<file path="config.mk">
export PLATFORM = sky130hd
export DESIGN_NAME = flow_priority_queue_top_flat
export DESIGN_NICKNAME = d
export VERILOG_FILES = /design/src/fpq_pkg.sv /design/src/fpq_intf.sv /design/src/fpq_store.sv /design/src/flow_priority_queue_top.sv /design/src/flat_wrapper.sv
export VERILOG_INCLUDE_DIRS = /design/src /design/src/src
export SDC_FILE = /design/constraint.sdc
export NUM_CORES = 1
export LEC_CHECK = 0
export BUFFER_PORTS_ARGS = -buffer_cell sky130_fd_sc_hd__buf_4
export CAP_MARGIN = 20
export CORE_ASPECT_RATIO = 1.75
export CORE_MARGIN = 2
export CORE_UTILIZATION = 65
export DETAILED_ROUTE_END_ITERATION = 8
export PLACE_DENSITY = 0.9
export SYNTH_ARGS = -nofsm -noshare
export SYNTH_HDL_FRONTEND = slang
export SYNTH_SLANG_ARGS = --single-unit
</file>
<file path="constraint.sdc">
create_clock -name i_clk -period 8.9 [get_ports i_clk]
set_clock_uncertainty 0.2 [all_clocks]
set_input_delay 0 -clock i_clk [delete_from_list [all_inputs] [get_ports i_clk]]
set_output_delay 0 -clock i_clk [all_outputs]
set_load 0.02 [all_outputs]
</file>
<file path="src/flow_priority_queue_top_defines.svh">
// Assertion macros for the flow priority queue.
// Included by the RTL files that carry concurrent assertions; no dependencies.
`ifndef FLOW_PRIORITY_QUEUE_TOP_DEFINES_SVH
`define FLOW_PRIORITY_QUEUE_TOP_DEFINES_SVH
`ifndef SYNTHESIS
`define FPQ_ASSERT(label, clk, rst_n, prop, msg) \
    label: assert property (@(posedge clk) disable iff (!rst_n) prop) \
        else $error(msg);
`define FPQ_ASSERT_IMPL(label, clk, rst_n, ante, cons, msg) \
    label: assert property (@(posedge clk) disable iff (!rst_n) (ante) |-> (cons)) \
        else $error(msg);
`else
`define FPQ_ASSERT(label, clk, rst_n, prop, msg)
`define FPQ_ASSERT_IMPL(label, clk, rst_n, ante, cons, msg)
`endif
`endif

</file>
<file path="src/fpq_pkg.sv">
// Shared types and constants of the flow priority queue.
// No dependencies; used by the interfaces, the slot store and the top level.
package fpq_pkg;

    localparam int unsigned QUEUE_DEPTH_DEF = 16;
    localparam int unsigned ID_W   = 8;
    localparam int unsigned TIME_W = 16;
    localparam int unsigned PRIO_W = 8;
    localparam int unsigned AGE_W  = 8;
    localparam int unsigned OCC_W  = 5;
    localparam int unsigned STAT_W = 2;
    localparam int unsigned KEY_W  = PRIO_W + 2 * TIME_W;

    localparam logic FUNC_ENQ = 1'b0;
    localparam logic FUNC_DEQ = 1'b1;

    localparam logic [STAT_W-1:0] STAT_OK    = 2'd0;
    localparam logic [STAT_W-1:0] STAT_FULL  = 2'd1;
    localparam logic [STAT_W-1:0] STAT_EMPTY = 2'd2;

    typedef struct packed {
        logic [PRIO_W-1:0] prio;
        logic [TIME_W-1:0] arrival;
        logic [TIME_W-1:0] send;
        logic [ID_W-1:0]   id;
    } t_flow;

    typedef struct packed {
        logic we_flow;
        logic we_age;
    } t_mem_we;

endpackage

</file>
<file path="src/fpq_intf.sv">
// Request and response channel interfaces of the flow priority queue.
// Depends on fpq_pkg for the field widths.
interface fpq_req_if
    import fpq_pkg::*;
();
    logic              valid;
    logic              ready;
    logic              func;
    logic [ID_W-1:0]   flow_id;
    logic [TIME_W-1:0] arrival_time;
    logic [TIME_W-1:0] send_time;
    logic [PRIO_W-1:0] prio;

    modport source (output valid, func, flow_id, arrival_time, send_time, prio,
                    input ready);
    modport sink   (input valid, func, flow_id, arrival_time, send_time, prio,
                    output ready);
endinterface

interface fpq_rsp_if
    import fpq_pkg::*;
();
    logic              valid;
    logic              ready;
    logic [STAT_W-1:0] status;
    logic [ID_W-1:0]   out_id;
    logic [TIME_W-1:0] out_arrival;
    logic [TIME_W-1:0] out_send_time;
    logic [PRIO_W-1:0] out_prio;
    logic [OCC_W-1:0]  occupancy;

    modport source (output valid, status, out_id, out_arrival, out_send_time,
                    out_prio, occupancy, input ready);
    modport sink   (input valid, status, out_id, out_arrival, out_send_time,
                    out_prio, occupancy, output ready);
endinterface

</file>
<file path="src/fpq_store.sv">
// Slot store of the flow priority queue: flow record and insertion rank per slot.
// Depends on fpq_pkg; one write address and one read address per cycle, with registered read data.
module fpq_store
    import fpq_pkg::*;
#(
    parameter int unsigned QUEUE_DEPTH = QUEUE_DEPTH_DEF,
    parameter int unsigned IDX_W       = $clog2(QUEUE_DEPTH)
) (
    input  logic             i_clk,
    input  t_mem_we          i_we,
    input  logic [IDX_W-1:0] i_wr_addr,
    input  t_flow            i_wr_flow,
    input  logic [AGE_W-1:0] i_wr_age,
    input  logic [IDX_W-1:0] i_rd_addr,
    output t_flow            o_rd_flow,
    output logic [AGE_W-1:0] o_rd_age
);

    t_flow            r_flow_mem [QUEUE_DEPTH];
    logic [AGE_W-1:0] r_age_mem  [QUEUE_DEPTH];

    always_ff @(posedge i_clk) begin
        if (i_we.we_flow) begin
            r_flow_mem[i_wr_addr] <= i_wr_flow;
        end
        if (i_we.we_age) begin
            r_age_mem[i_wr_addr] <= i_wr_age;
        end
        o_rd_flow <= r_flow_mem[i_rd_addr];
        o_rd_age  <= r_age_mem[i_rd_addr];
    end

endmodule

</file>
<file path="src/flow_priority_queue_top.sv">
// Flow priority queue: holds up to QUEUE_DEPTH waiting flows and serves one request
// at a time. An enqueue takes the lowest free slot and returns after the valid bits
// up to that slot have been walked; a full queue or an empty dequeue answers without
// a walk. A dequeue walks every slot through one key comparator, removes the winner
// and then walks the slots again to close the gap in the insertion ranks. The single
// read port of the slot store sets both walks. The next request is taken while a
// finished response still waits in the output register.
module flow_priority_queue_top
    import fpq_pkg::*;
#(
    parameter int unsigned QUEUE_DEPTH = QUEUE_DEPTH_DEF
) (
    input  logic   i_clk,
    input  logic   i_rst_n,
    fpq_req_if.sink   i_req,
    fpq_rsp_if.source o_rsp
);

`include "flow_priority_queue_top_defines.svh"

    localparam int unsigned IDX_W = $clog2(QUEUE_DEPTH);
    localparam int unsigned CNT_W = $clog2(QUEUE_DEPTH + 1);
    localparam logic [IDX_W-1:0] LAST_IDX = IDX_W'(QUEUE_DEPTH - 1);
    localparam logic [CNT_W-1:0] FULL_CNT = CNT_W'(QUEUE_DEPTH);

    localparam logic [2:0] S_IDLE  = 3'd0;
    localparam logic [2:0] S_ENQ   = 3'd1;
    localparam logic [2:0] S_DSCAN = 3'd2;
    localparam logic [2:0] S_DLAST = 3'd3;
    localparam logic [2:0] S_DREM  = 3'd4;
    localparam logic [2:0] S_AGE   = 3'd5;
    localparam logic [2:0] S_ALAST = 3'd6;
    localparam logic [2:0] S_DONE  = 3'd7;

    logic [2:0]             r_state, n_state;
    logic [QUEUE_DEPTH-1:0] r_valid, n_valid;
    logic [CNT_W-1:0]       r_count, n_count;
    logic [IDX_W-1:0]       r_idx, n_idx;
    logic                   r_cmp_en, n_cmp_en;
    logic                   r_rd_vld, n_rd_vld;
    logic [IDX_W-1:0]       r_rd_idx, n_rd_idx;
    logic                   r_have_best, n_have_best;
    t_flow                  r_best_flow, n_best_flow;
    logic [AGE_W-1:0]       r_best_age, n_best_age;
    logic [IDX_W-1:0]       r_best_idx, n_best_idx;
    logic                   r_func, n_func;
    t_flow                  r_in_flow, n_in_flow;
    logic [STAT_W-1:0]      r_status, n_status;
    logic                   r_ovld, n_ovld;
    logic [STAT_W-1:0]      r_o_status, n_o_status;
    t_flow                  r_o_flow, n_o_flow;
    logic [OCC_W-1:0]       r_o_occ, n_o_occ;

    t_mem_we          mem_we;
    logic [IDX_W-1:0] mem_wr_addr;
    logic [AGE_W-1:0] mem_wr_age;
    t_flow            rd_flow;
    logic [AGE_W-1:0] rd_age;
    logic [KEY_W-1:0] rd_key, best_key;
    logic             cmp_better;
    logic             req_fire;

    fpq_store #(
        .QUEUE_DEPTH (QUEUE_DEPTH),
        .IDX_W       (IDX_W)
    ) u_store (
        .i_clk     (i_clk),
        .i_we      (mem_we),
        .i_wr_addr (mem_wr_addr),
        .i_wr_flow (r_in_flow),
        .i_wr_age  (mem_wr_age),
        .i_rd_addr (r_idx),
        .o_rd_flow (rd_flow),
        .o_rd_age  (rd_age)
    );

    assign i_req.ready = (r_state == S_IDLE);
    assign req_fire    = i_req.valid && i_req.ready;

    // Comparator of the dequeue walk: priority, then arrival, then send time, then insertion rank; lower wins.
    assign rd_key     = {rd_flow.prio, rd_flow.arrival, rd_flow.send};
    assign best_key   = {r_best_flow.prio, r_best_flow.arrival, r_best_flow.send};
    assign cmp_better = !r_have_best || (rd_key < best_key) ||
                        ((rd_key == best_key) && (rd_age < r_best_age));

    always_comb begin
        n_state     = r_state;
        n_valid     = r_valid;
        n_count     = r_count;
        n_idx       = r_idx;
        n_cmp_en    = 1'b0;
        n_rd_vld    = r_valid[r_idx];
        n_rd_idx    = r_idx;
        n_have_best = r_have_best;
        n_best_flow = r_best_flow;
        n_best_age  = r_best_age;
        n_best_idx  = r_best_idx;
        n_func      = r_func;
        n_in_flow   = r_in_flow;
        n_status    = r_status;
        n_ovld      = r_ovld && !o_rsp.ready;
        n_o_status  = r_o_status;
        n_o_flow    = r_o_flow;
        n_o_occ     = r_o_occ;
        mem_we      = '0;
        mem_wr_addr = r_idx;
        mem_wr_age  = AGE_W'(r_count);

        // Second stage of the slot walks, one read behind the address.
        if ((r_state == S_DSCAN || r_state == S_DLAST) && r_cmp_en && r_rd_vld &&
            cmp_better) begin
            n_have_best = 1'b1;
            n_best_flow = rd_flow;
            n_best_age  = rd_age;
            n_best_idx  = r_rd_idx;
        end
        if ((r_state == S_AGE || r_state == S_ALAST) && r_cmp_en && r_rd_vld &&
            (rd_age > r_best_age)) begin
            mem_we.we_age = 1'b1;
            mem_wr_addr   = r_rd_idx;
            mem_wr_age    = rd_age - AGE_W'(1);
        end

        unique case (r_state)
            S_IDLE: begin
                if (req_fire) begin
                    n_func      = i_req.func;
                    n_in_flow   = '{prio: i_req.prio, arrival: i_req.arrival_time,
                                    send: i_req.send_time, id: i_req.flow_id};
                    n_idx       = '0;
                    n_have_best = 1'b0;
                    n_status    = STAT_OK;
                    if (i_req.func == FUNC_ENQ) begin
                        if (r_count == FULL_CNT) begin
                            n_status = STAT_FULL;
                            n_state  = S_DONE;
                        end else begin
                            n_state = S_ENQ;
                        end
                    end else begin
                        if (r_count == '0) begin
                            n_status = STAT_EMPTY;
                            n_state  = S_DONE;
                        end else begin
                            n_state = S_DSCAN;
                        end
                    end
                end
            end
            S_ENQ: begin
                if (!r_valid[r_idx]) begin
                    mem_we.we_flow = 1'b1;
                    mem_we.we_age  = 1'b1;
                    n_valid[r_idx] = 1'b1;
                    n_count        = r_count + CNT_W'(1);
                    n_state        = S_DONE;
                end else begin
                    n_idx = r_idx + IDX_W'(1);
                end
            end
            S_DSCAN: begin
                n_cmp_en = 1'b1;
                if (r_idx == LAST_IDX) begin
                    n_state = S_DLAST;
                end else begin
                    n_idx = r_idx + IDX_W'(1);
                end
            end
            S_DLAST: begin
                n_state = S_DREM;
            end
            S_DREM: begin
                n_valid[r_best_idx] = 1'b0;
                n_count             = r_count - CNT_W'(1);
                n_idx               = '0;
                n_state             = S_AGE;
            end
            S_AGE: begin
                n_cmp_en = 1'b1;
                if (r_idx == LAST_IDX) begin
                    n_state = S_ALAST;
                end else begin
                    n_idx = r_idx + IDX_W'(1);
                end
            end
            S_ALAST: begin
                n_state = S_DONE;
            end
            S_DONE: begin
                if (!r_ovld || o_rsp.ready) begin
                    n_ovld     = 1'b1;
                    n_o_status = r_status;
                    n_o_flow   = (r_func == FUNC_DEQ && r_status == STAT_OK) ?
                                 r_best_flow : '0;
                    n_o_occ    = OCC_W'(r_count);
                    n_state    = S_IDLE;
                end
            end
            default: begin
                n_state = S_IDLE;
            end
        endcase
    end

    always_ff @(posedge i_clk) begin
        if (!i_rst_n) begin
            r_state     <= S_IDLE;
            r_valid     <= '0;
            r_count     <= '0;
            r_cmp_en    <= 1'b0;
            r_have_best <= 1'b0;
            r_ovld      <= 1'b0;
        end else begin
            r_state     <= n_state;
            r_valid     <= n_valid;
            r_count     <= n_count;
            r_cmp_en    <= n_cmp_en;
            r_have_best <= n_have_best;
            r_ovld      <= n_ovld;
        end
    end

    always_ff @(posedge i_clk) begin
        r_idx       <= n_idx;
        r_rd_vld    <= n_rd_vld;
        r_rd_idx    <= n_rd_idx;
        r_best_flow <= n_best_flow;
        r_best_age  <= n_best_age;
        r_best_idx  <= n_best_idx;
        r_func      <= n_func;
        r_in_flow   <= n_in_flow;
        r_status    <= n_status;
        r_o_status  <= n_o_status;
        r_o_flow    <= n_o_flow;
        r_o_occ     <= n_o_occ;
    end

    assign o_rsp.valid         = r_ovld;
    assign o_rsp.status        = r_o_status;
    assign o_rsp.out_id        = r_o_flow.id;
    assign o_rsp.out_arrival   = r_o_flow.arrival;
    assign o_rsp.out_send_time = r_o_flow.send;
    assign o_rsp.out_prio      = r_o_flow.prio;
    assign o_rsp.occupancy     = r_o_occ;

    // The fill count must always agree with the valid bits.
    `FPQ_ASSERT(a_count_matches_valid, i_clk, i_rst_n, $countones(r_valid) == r_count, "count and valid bits disagree")
    `FPQ_ASSERT_IMPL(a_enq_has_room, i_clk, i_rst_n, r_state == S_ENQ, r_count < FULL_CNT, "enqueue walk with a full queue")
    `FPQ_ASSERT_IMPL(a_deq_has_flow, i_clk, i_rst_n, r_state == S_DSCAN, r_count != '0, "dequeue walk with an empty queue")
    `FPQ_ASSERT_IMPL(a_removal_has_winner, i_clk, i_rst_n, r_state == S_DREM, r_have_best && r_valid[r_best_idx], "removal without a valid winner")

endmodule

</file>
<file path="src/flat_wrapper.sv">
// flat-port wrapper written by rule: the top's interface ports become plain ports
module flow_priority_queue_top_flat import fpq_pkg::*;
#(
    parameter int unsigned QUEUE_DEPTH = QUEUE_DEPTH_DEF
)
  (i_clk, i_rst_n, i_req_valid, i_req_func, i_req_flow_id, i_req_arrival_time, i_req_send_time, i_req_prio, i_req_ready, o_rsp_valid, o_rsp_status, o_rsp_out_id, o_rsp_out_arrival, o_rsp_out_send_time, o_rsp_out_prio, o_rsp_occupancy, o_rsp_ready);
  fpq_req_if i_req_i ();
  fpq_rsp_if o_rsp_i ();
  input  logic i_clk;
  input  logic i_rst_n;
  input wire logic [$bits(i_req_i.valid)-1:0] i_req_valid;
  input wire logic [$bits(i_req_i.func)-1:0] i_req_func;
  input wire logic [$bits(i_req_i.flow_id)-1:0] i_req_flow_id;
  input wire logic [$bits(i_req_i.arrival_time)-1:0] i_req_arrival_time;
  input wire logic [$bits(i_req_i.send_time)-1:0] i_req_send_time;
  input wire logic [$bits(i_req_i.prio)-1:0] i_req_prio;
  output wire logic [$bits(i_req_i.ready)-1:0] i_req_ready;
  output wire logic [$bits(o_rsp_i.valid)-1:0] o_rsp_valid;
  output wire logic [$bits(o_rsp_i.status)-1:0] o_rsp_status;
  output wire logic [$bits(o_rsp_i.out_id)-1:0] o_rsp_out_id;
  output wire logic [$bits(o_rsp_i.out_arrival)-1:0] o_rsp_out_arrival;
  output wire logic [$bits(o_rsp_i.out_send_time)-1:0] o_rsp_out_send_time;
  output wire logic [$bits(o_rsp_i.out_prio)-1:0] o_rsp_out_prio;
  output wire logic [$bits(o_rsp_i.occupancy)-1:0] o_rsp_occupancy;
  input wire logic [$bits(o_rsp_i.ready)-1:0] o_rsp_ready;
  assign i_req_i.valid = i_req_valid;
  assign i_req_i.func = i_req_func;
  assign i_req_i.flow_id = i_req_flow_id;
  assign i_req_i.arrival_time = i_req_arrival_time;
  assign i_req_i.send_time = i_req_send_time;
  assign i_req_i.prio = i_req_prio;
  assign i_req_ready = i_req_i.ready;
  assign o_rsp_valid = o_rsp_i.valid;
  assign o_rsp_status = o_rsp_i.status;
  assign o_rsp_out_id = o_rsp_i.out_id;
  assign o_rsp_out_arrival = o_rsp_i.out_arrival;
  assign o_rsp_out_send_time = o_rsp_i.out_send_time;
  assign o_rsp_out_prio = o_rsp_i.out_prio;
  assign o_rsp_occupancy = o_rsp_i.occupancy;
  assign o_rsp_i.ready = o_rsp_ready;
  flow_priority_queue_top #(.QUEUE_DEPTH(QUEUE_DEPTH)) u_core (.i_clk(i_clk), .i_rst_n(i_rst_n), .i_req(i_req_i), .o_rsp(o_rsp_i));
endmodule
</file>
==> summary.md, run 1 <==
| Metric | Value |
|---|---|
| Total number of vias | `22.74k` |
| Drc violations | `0` |
| CP Buf/Inv Count | `2` |
| Final setup fails | `0` |
| Final hold violation count | `0` |
| I/O pin count | `110` |
| WL per Instance | `34.39 um` |
| Pwr/cell area | `302.3 nW/um^2` |
| Synth cell count leaders | `edfxtp_1, mux4_2, dfxtp_1` |
| CP endpoint kind | `flop` |
| Clock-pin slew on the worst setup and hold paths | `0.07 ns` |
| Hpwl dp | `55880 um` |
| Fmax | `203.2 MHz` |
| Total die area | `69300 um^2` |
| Share of layout cells above drive strength 1 | `0.2632` |
| Slew headroom | `0.2193` |
| CP Launch Type | `flop` |
| Post-synthesis sequential area ratio | `0.7740` |
| Yosys cell types | `61` |
| ANT nets after route | `0` |
| Chip height | `346.8 um` |
| Die X | `199.9 um` |
| Total Neg Setup Slack | `0 ns` |
| Final WL | `111600 um` |
| Most frequent cell after synthesis | `edfxtp_1` |
| Yosys warnings | `0` |
| Asr flop ratio synth | `0` |
| Fin util | `0.7502` |
| Static Leakage | `0.01620 uW` |
| Grt total ovfl | `0` |
| Filler cell count | `3296` |
| TritonCTS clock tree | `yes` |
| Crit Reg-Reg Startpoint | `u_core.n_rd_idx[3]` |
| Syn nets | `2117` |
| Crit-path cells | `buf_4, mux4_2, o22ai_2, o221a_2, nand2_1, nor2_4, buf_4` |
| Number of global-route vias before repair | `23.56k` |
| Top_reg_cell synth | `edfxtp_1` |
| PostCTS Resize Cnt | `0` |
| Tmin final | `4.921 ns` |
| VDD IR max | `0.0002740 V` |
| Critical path type | `flop to flop` |
| Post-Synthesis Cells | `2007` |
| DR vias/cell | `7.007` |
| Setup WS pre-CTS | `3.910 ns` |
| Cell taking the most area after synthesis | `edfxtp_1` |
| Initial antenna violation count | `2` |
| Worst path most repeated cell | `buf_4` |
| Area Growth Syn to Fin | `14.28%` |
| Hold WC Path Type | `primary input to flop` |
| Crit-path max cell delay | `0.93 ns` |
| Port bufs | `109` |
| Initial Util | `0.6565` |
| Outcome | `finished, final reports clean` |
| Syn Std Cell Area | `43630 um^2` |
| EDFF count, synth | `1066` |
| Max Slew Vio Count | `0` |
| Clock Sinks | `1154` |
| Largest net degree at the start of global routing | `95` |
| #FFs+latches synth | `1154` |
| Unrepaired setup endpoints after global routing | `false` |
| Yosys top cell area share | `0.7336` |
| First-pass GRT wire length | `161600 um` |
| Critical path peak fanout | `55` |
| Critical Path AT | `4.98 ns` |
| Critical hold path startpoint | `i_req_func` |
| H-tree levels | `3` |
| Initial DRC count | `3354` |
| Max-Cap Viols | `0` |
| Setup ws final | `3.979 ns` |
| Worst-Margin Slew | `1.171 ns` |
| Number of buffers created by CTS | `91` |
| Final period util | `0.5529` |
| Setup crit start | `u_core.n_rd_idx[3]` |
| Mean Syn Cell Area | `21.74 um^2` |
| CP delay by family, top | `buffers and inverters` |
| Drt first pass iters | `9` |
| Top cells by area, synth | `edfxtp_1, mux4_2, dfxtp_1` |
| Root buffer cell | `clkbuf_16` |
| Clk buf depth | `3` |
| Worst-skew pair later-pin latency | `0.67 ns` |
| GRT Resource Usage Total | `0.3340` |
| Nets | `2388` |
| Critical Path RT | `8.96 ns` |
| Slowest CP cell | `edfxtp_1` |
| Core area | `66470 um^2` |
| Gpl congestion | `0.8996` |
| Row count | `125` |
## kinds of logic after synthesis
group                    count (synthesis)  synth area share
adder cells (fa/ha/maj)                 57           0.01652
flip-flops                            1154            0.7740
XOR/XNOR                                13          0.002609
buffers and inverters                  147           0.01359
AO/OA/AOI/OAI                          130           0.01987
AND/OR/NAND/NOR                        216           0.02535
multiplexers                           290            0.1481
## final cells by class
| cell class | instances | area [um^2] | area share |
|---|---|---|---|
| Sequential cell | 1154 | 33770 | 0.6773 |
| Multi-Input combinational cell | 706 | 9395 | 0.1884 |
| Clock buffer | 125 | 2613 | 0.05239 |
| Timing Repair Buffer | 262 | 2240 | 0.04492 |
| Tap cell | 889 | 1112 | 0.02231 |
| Clock inverter | 46 | 493.0 | 0.009886 |
| Inverter | 63 | 236.5 | 0.004742 |
| Antenna cell | 1 | 2.502 | 0.00005018 |
## what timing repair did
action,in CTS,in global routing
buffers inserted,0,0
endpoints found under the hold margin,104,0
hold buffers,102,0
## cells in the final DEF (no fill, tap or decap), types with 6 or more instances in the layout
cell type      instances
clkinvlp_4             7
inv_1                 63
buf_2                  6
dlygate4sd3_1        102
dfxtp_1               88
nand4_1               13
mux4_2               283
clkbuf_8               8
o21a_1                10
nor2_4                 7
clkbuf_16             97
nor3_1                 6
a211oi_1              12
nor2b_1                6
xor2_1                 6
clkbuf_1              20
and2_1                49
bufinv_16             10
nand2_1               37
edfxtp_1            1066
nand2b_1               6
nor3_2                 9
o21ai_0               25
nand3_1               19
clkinv_1              11
a21oi_1               39
clkinv_2              15
xnor2_1                7
ha_1                  56
buf_4                147
nor2_1                46
## tightest hold or removal path: stages
cell           delay [ns]
dlygate4sd3_1        0.53
buf_4                0.14
nor2_1               0.06
## metrics by stage
stage	instance area, um^2	instances	total power (uW)	hold slack, ns
after floorplan	43630	2007	9500	-0.1011
after CTS	49740	3230	14960	0.02323
after global placement	45620	2957	10390	-0.02222
after detailed placement	45620	2957	10630	-0.02056
after global routing	49860	3245	15440	0.06947
final	49860	3246	15080	0.05514
## flip-flops by register name, summed over array words and instances, names as in the netlist, 8 cells and up
signal                      count
u_core.best_key                40
u_core.o_rsp.out_arrival       16
u_core.o_rsp.out_id             8
u_core.o_rsp.out_prio           8
u_core.o_rsp.out_send_time     16
u_core.r_best_age               8
u_core.r_best_flow              8
u_core.r_in_flow               48
u_core.r_valid                 16
u_core.u_store.o_rd_age         8
u_core.u_store.o_rd_flow       48
u_core.u_store.r_age_mem      128
u_core.u_store.r_flow_mem     768
## path summary, 6_finish.rpt
check                                           end  slack (ns)  cells after the start
setup / recovery  u_core.u_store.r_flow_mem[11][17]        3.98                      7
hold / removal                   u_core.r_status[0]        0.06                      3
hold reg to reg               u_core.r_best_flow[2]        0.21                      0
setup reg to reg  u_core.u_store.r_flow_mem[11][17]        3.98                      7
## where the power goes
part,switching (uW),internal [uW],total [uW]
clock network,1920,2360,4280
registers,500,6680,7180
logic,1970,1640,3610
total,4400,10700,15100
## per-layer routing
| layer | global-route usage | part of all wire | up-vias |
|---|---|---|---|
| met3 | 0.05702 | 0.097 | 436 |
| met4 | 0.1861 | 0.066 | 4 |
| met5 | 0 | 0.00024 | - |
| met1 | 0.4157 | 0.32 | 11615 |
| met2 | 0.5597 | 0.52 | 1913 |
| li1 | - | - | 8776 |
Power figures use the tool's default switching activity.
==> inputs of run 2 (changes only) <==
--- a/config.mk
+++ b/config.mk
@@ -10,9 +10,9 @@
 export CAP_MARGIN = 20
 export CORE_ASPECT_RATIO = 1.75
 export CORE_MARGIN = 2
-export CORE_UTILIZATION = 65
+export CORE_UTILIZATION = 56
 export DETAILED_ROUTE_END_ITERATION = 8
-export PLACE_DENSITY = 0.9
+export PLACE_DENSITY = 0.83
 export SYNTH_ARGS = -nofsm -noshare
 export SYNTH_HDL_FRONTEND = slang
 export SYNTH_SLANG_ARGS = --single-unit
==> constraint.sdc (replaced) <==
create_clock -name i_clk -period 4 [get_ports i_clk]
set_clock_uncertainty 0.2 [all_clocks]
set_input_delay 0 -clock i_clk [delete_from_list [all_inputs] [get_ports i_clk]]
set_output_delay 0 -clock i_clk [all_outputs]
set_load 0.02 [all_outputs]
==> run 2 against run 1 <==
  * Setup slack lost 3.8 ns
  * Global-route usage down 7.5 points
  * Clock-buffer cell count fell by 12
  * Final area is 1.5% higher
  * Critical endpoint is now u_core.u_store.r_flow_mem[9][30]
  * Largest power group unchanged
  * Highest routed layer unchanged
==> summary.md, run 2 (same netlist as run 1, synthesis figures left out) <==
| Metric | Value |
|---|---|
| WL per Instance | `29.85 um (-13%)` |
| DR vias/cell | `6.310 (-9.9%)` |
| CP Launch Type | `flop` |
| Crit Reg-Reg Startpoint | `u_core.u_store.o_rd_age[2]` |
| Fmax | `258.6 MHz (+27%)` |
| Largest register FFs | `768 (unchanged)` |
| Gpl congestion | `0.8752 (-2.7%)` |
| Post-CTS Setup Inserts | `0 (unchanged)` |
| Critical hold path startpoint | `o_rsp_ready` |
| Nets | `2415 (+1.1%)` |
| Initial DRC count | `2420 (-28%)` |
| Critical Path RT | `4.16 ns (-4.80 ns)` |
| Hpwl dp | `56470 um (+1.0%)` |
| Pwr/cell area | `658.7 nW/um^2 (+120%)` |
| Total power | `33320 uW (+120%)` |
| Die X | `215.0 um (+7.6%)` |
| Hold WC Path Type | `primary input to flop` |
| H-tree levels | `3 (unchanged)` |
| Largest net degree at the start of global routing | `133 (+40%)` |
| Clk buf depth | `3 (unchanged)` |
| Max-Cap Viols | `0 (unchanged)` |
| I/O pin count | `110 (unchanged)` |
| GRT Resource Usage Total | `0.2588 (-0.07514)` |
| VDD IR max | `0.0008775 V (+220%)` |
| Setup WS pre-CTS | `0.2878 ns (-3.622 ns)` |
| Tmin final | `3.867 ns (-1.053 ns)` |
| Non-Filler Instances | `3414 (+5.2%)` |
| Total number of vias | `21.54k (-5.3%)` |
| Chip height | `373.3 um (+7.6%)` |
| Max layer used | `met5` |
| Placed insts | `3131 (+5.9%)` |
| Critical path type | `flop to flop` |
| Max Slew Vio Count | `0 (unchanged)` |
| Most frequent cells in the layout | `edfxtp_1, mux4_2, buf_4, dlygate4sd3_1, clkbuf_16` |
| Wire length on met3 | `7628 um (-30%)` |
| Row count | `135 (+8.0%)` |
| Drt first pass iters | `5 (-4)` |
| Wire length on met2 | `55690 um (-3.6%)` |
| Core area | `77360 um^2 (+16%)` |
| Initial antenna violation count | `2 (unchanged)` |
| Grt total ovfl | `0 (unchanged)` |
| Total die area | `80260 um^2 (+16%)` |
| CP endpoint kind | `flop` |
| Final period util | `0.9668 (+0.4139)` |
| Regs by FF count | `u_core.u_store.r_flow_mem: 768 flops, u_core.u_store.r_age_mem: 128 flops` |
| Commonest non-fill, non-tap cell in the layout | `edfxtp_1` |
| First-pass GRT wire length | `151100 um (-6.5%)` |
| Setup crit start | `u_core.u_store.o_rd_age[2]` |
| PostCTS Resize Cnt | `0 (unchanged)` |
| Metal-1 WL | `34450 um (-3.2%)` |
| Slew headroom | `0.3285 (+0.1091)` |
| Share of layout cells above drive strength 1 | `0.2707 (+0.007588)` |
| TritonCTS clock tree | `yes` |
| Clock Sinks | `1154 (unchanged)` |
| Clock-pin slew on the worst setup and hold paths | `0.07 ns (about the same)` |
| Number of global-route vias before repair | `22.89k (-2.9%)` |
| Static Leakage | `0.01649 uW (+1.8%)` |
| Fin util | `0.6540 (-0.09620)` |
| Critical path peak fanout | `16 (-71%)` |
| Final setup fails | `0 (unchanged)` |
| Initial Util | `0.5640 (-0.09242)` |
| Unrepaired setup endpoints after global routing | `false` |
| Hold-fix buffers, CTS | `104 (+2.0%)` |
| ANT nets after route | `0 (unchanged)` |
| Reg with most FFs | `u_core.u_store.r_flow_mem` |
| Number of buffers created by CTS | `94 (+3.3%)` |
| Outcome | `finished, final reports clean` |
| Final hold violation count | `0 (unchanged)` |
| Setup ws final | `0.1326 ns (-3.847 ns)` |
| Root buffer cell | `clkbuf_16` |
| Critical Path AT | `4.03 ns (-0.95 ns)` |
| Final WL | `101900 um (-8.7%)` |
| Area Growth Syn to Fin | `15.95%` |
| Worst-Margin Slew | `1.007 ns (-0.1637 ns)` |
| Drc violations | `0 (unchanged)` |
| Worst-skew pair later-pin latency | `0.68 ns (about the same)` |
| Port bufs | `109 (unchanged)` |
==> run 2: cell count changes in the layout (fill, tap and decap cells not counted), moves of 8 or more <==
cell,delta
buf_12,+23
buf_4,+11
nor3_2,-9
nor3_4,+9
clkbuf_8,-8
==> run 2: stage by stage <==
step / setup TNS, ns / cell area (um^2) / hold WS, ns
after floorplan: -114.51 / 43720 / -0.1011
after global placement: 0 / 46400 / -0.02202
after detailed placement: 0 / 46400 / -0.02076
after CTS: 0 / 50580 / 0.009459
after global routing: 0 / 50590 / 0.09760
final: 0 / 50590 / 0.07040
==> run 2: area by class of cell <==
cell class | count | area, um^2
Clock inverter | 64 | 649.4
Inverter | 63 | 236.5
Antenna cell | 1 | 2.502
Multi-Input combinational cell | 706 | 9452
Fill cell | 4797 | 26770
Tap cell | 1027 | 1285
Clock buffer | 113 | 2487
Timing Repair Buffer | 286 | 2708
Sequential cell | 1154 | 33770
==> run 2: metal layers <==
layer,vias up,GRT usage
met5,-,0
met4,2,0.1110
met3,244,0.04444
met2,1300,0.4685
met1,11146,0.3042
li1,8851,-
==> run 2: critical path, cell delays in order, from the launching register on <==
cell and delay [ns]:
dfxtp_1 0.46, ha_1 0.31, and4b_1 0.22, a211oi_1 0.25, o21ai_1 0.24, nand2_1 0.36, a31oi_2 0.27, buf_4 0.28
nor3_4 0.67, buf_12 0.27
==> run 2: worst paths after layout <==
check | slack, ns | depth (start not counted) | endpoint
min | 0.07 | 4 | u_core.o_rsp.valid
max | 0.13 | 9 | u_core.u_store.r_flow_mem[9][30]
min reg2reg | 0.21 | 0 | u_core.r_best_flow[1]
max reg2reg | 0.13 | 9 | u_core.u_store.r_flow_mem[9][30]
==> run 2: report_power, final <==
part / leakage [uW] / total, uW / internal, uW / switching [uW]
Combinational: 0.00462 / 7990 / 3710 / 4290
Clock: 0.00154 / 9470 / 5250 / 4220
Sequential: 0.0103 / 15900 / 14900 / 1000
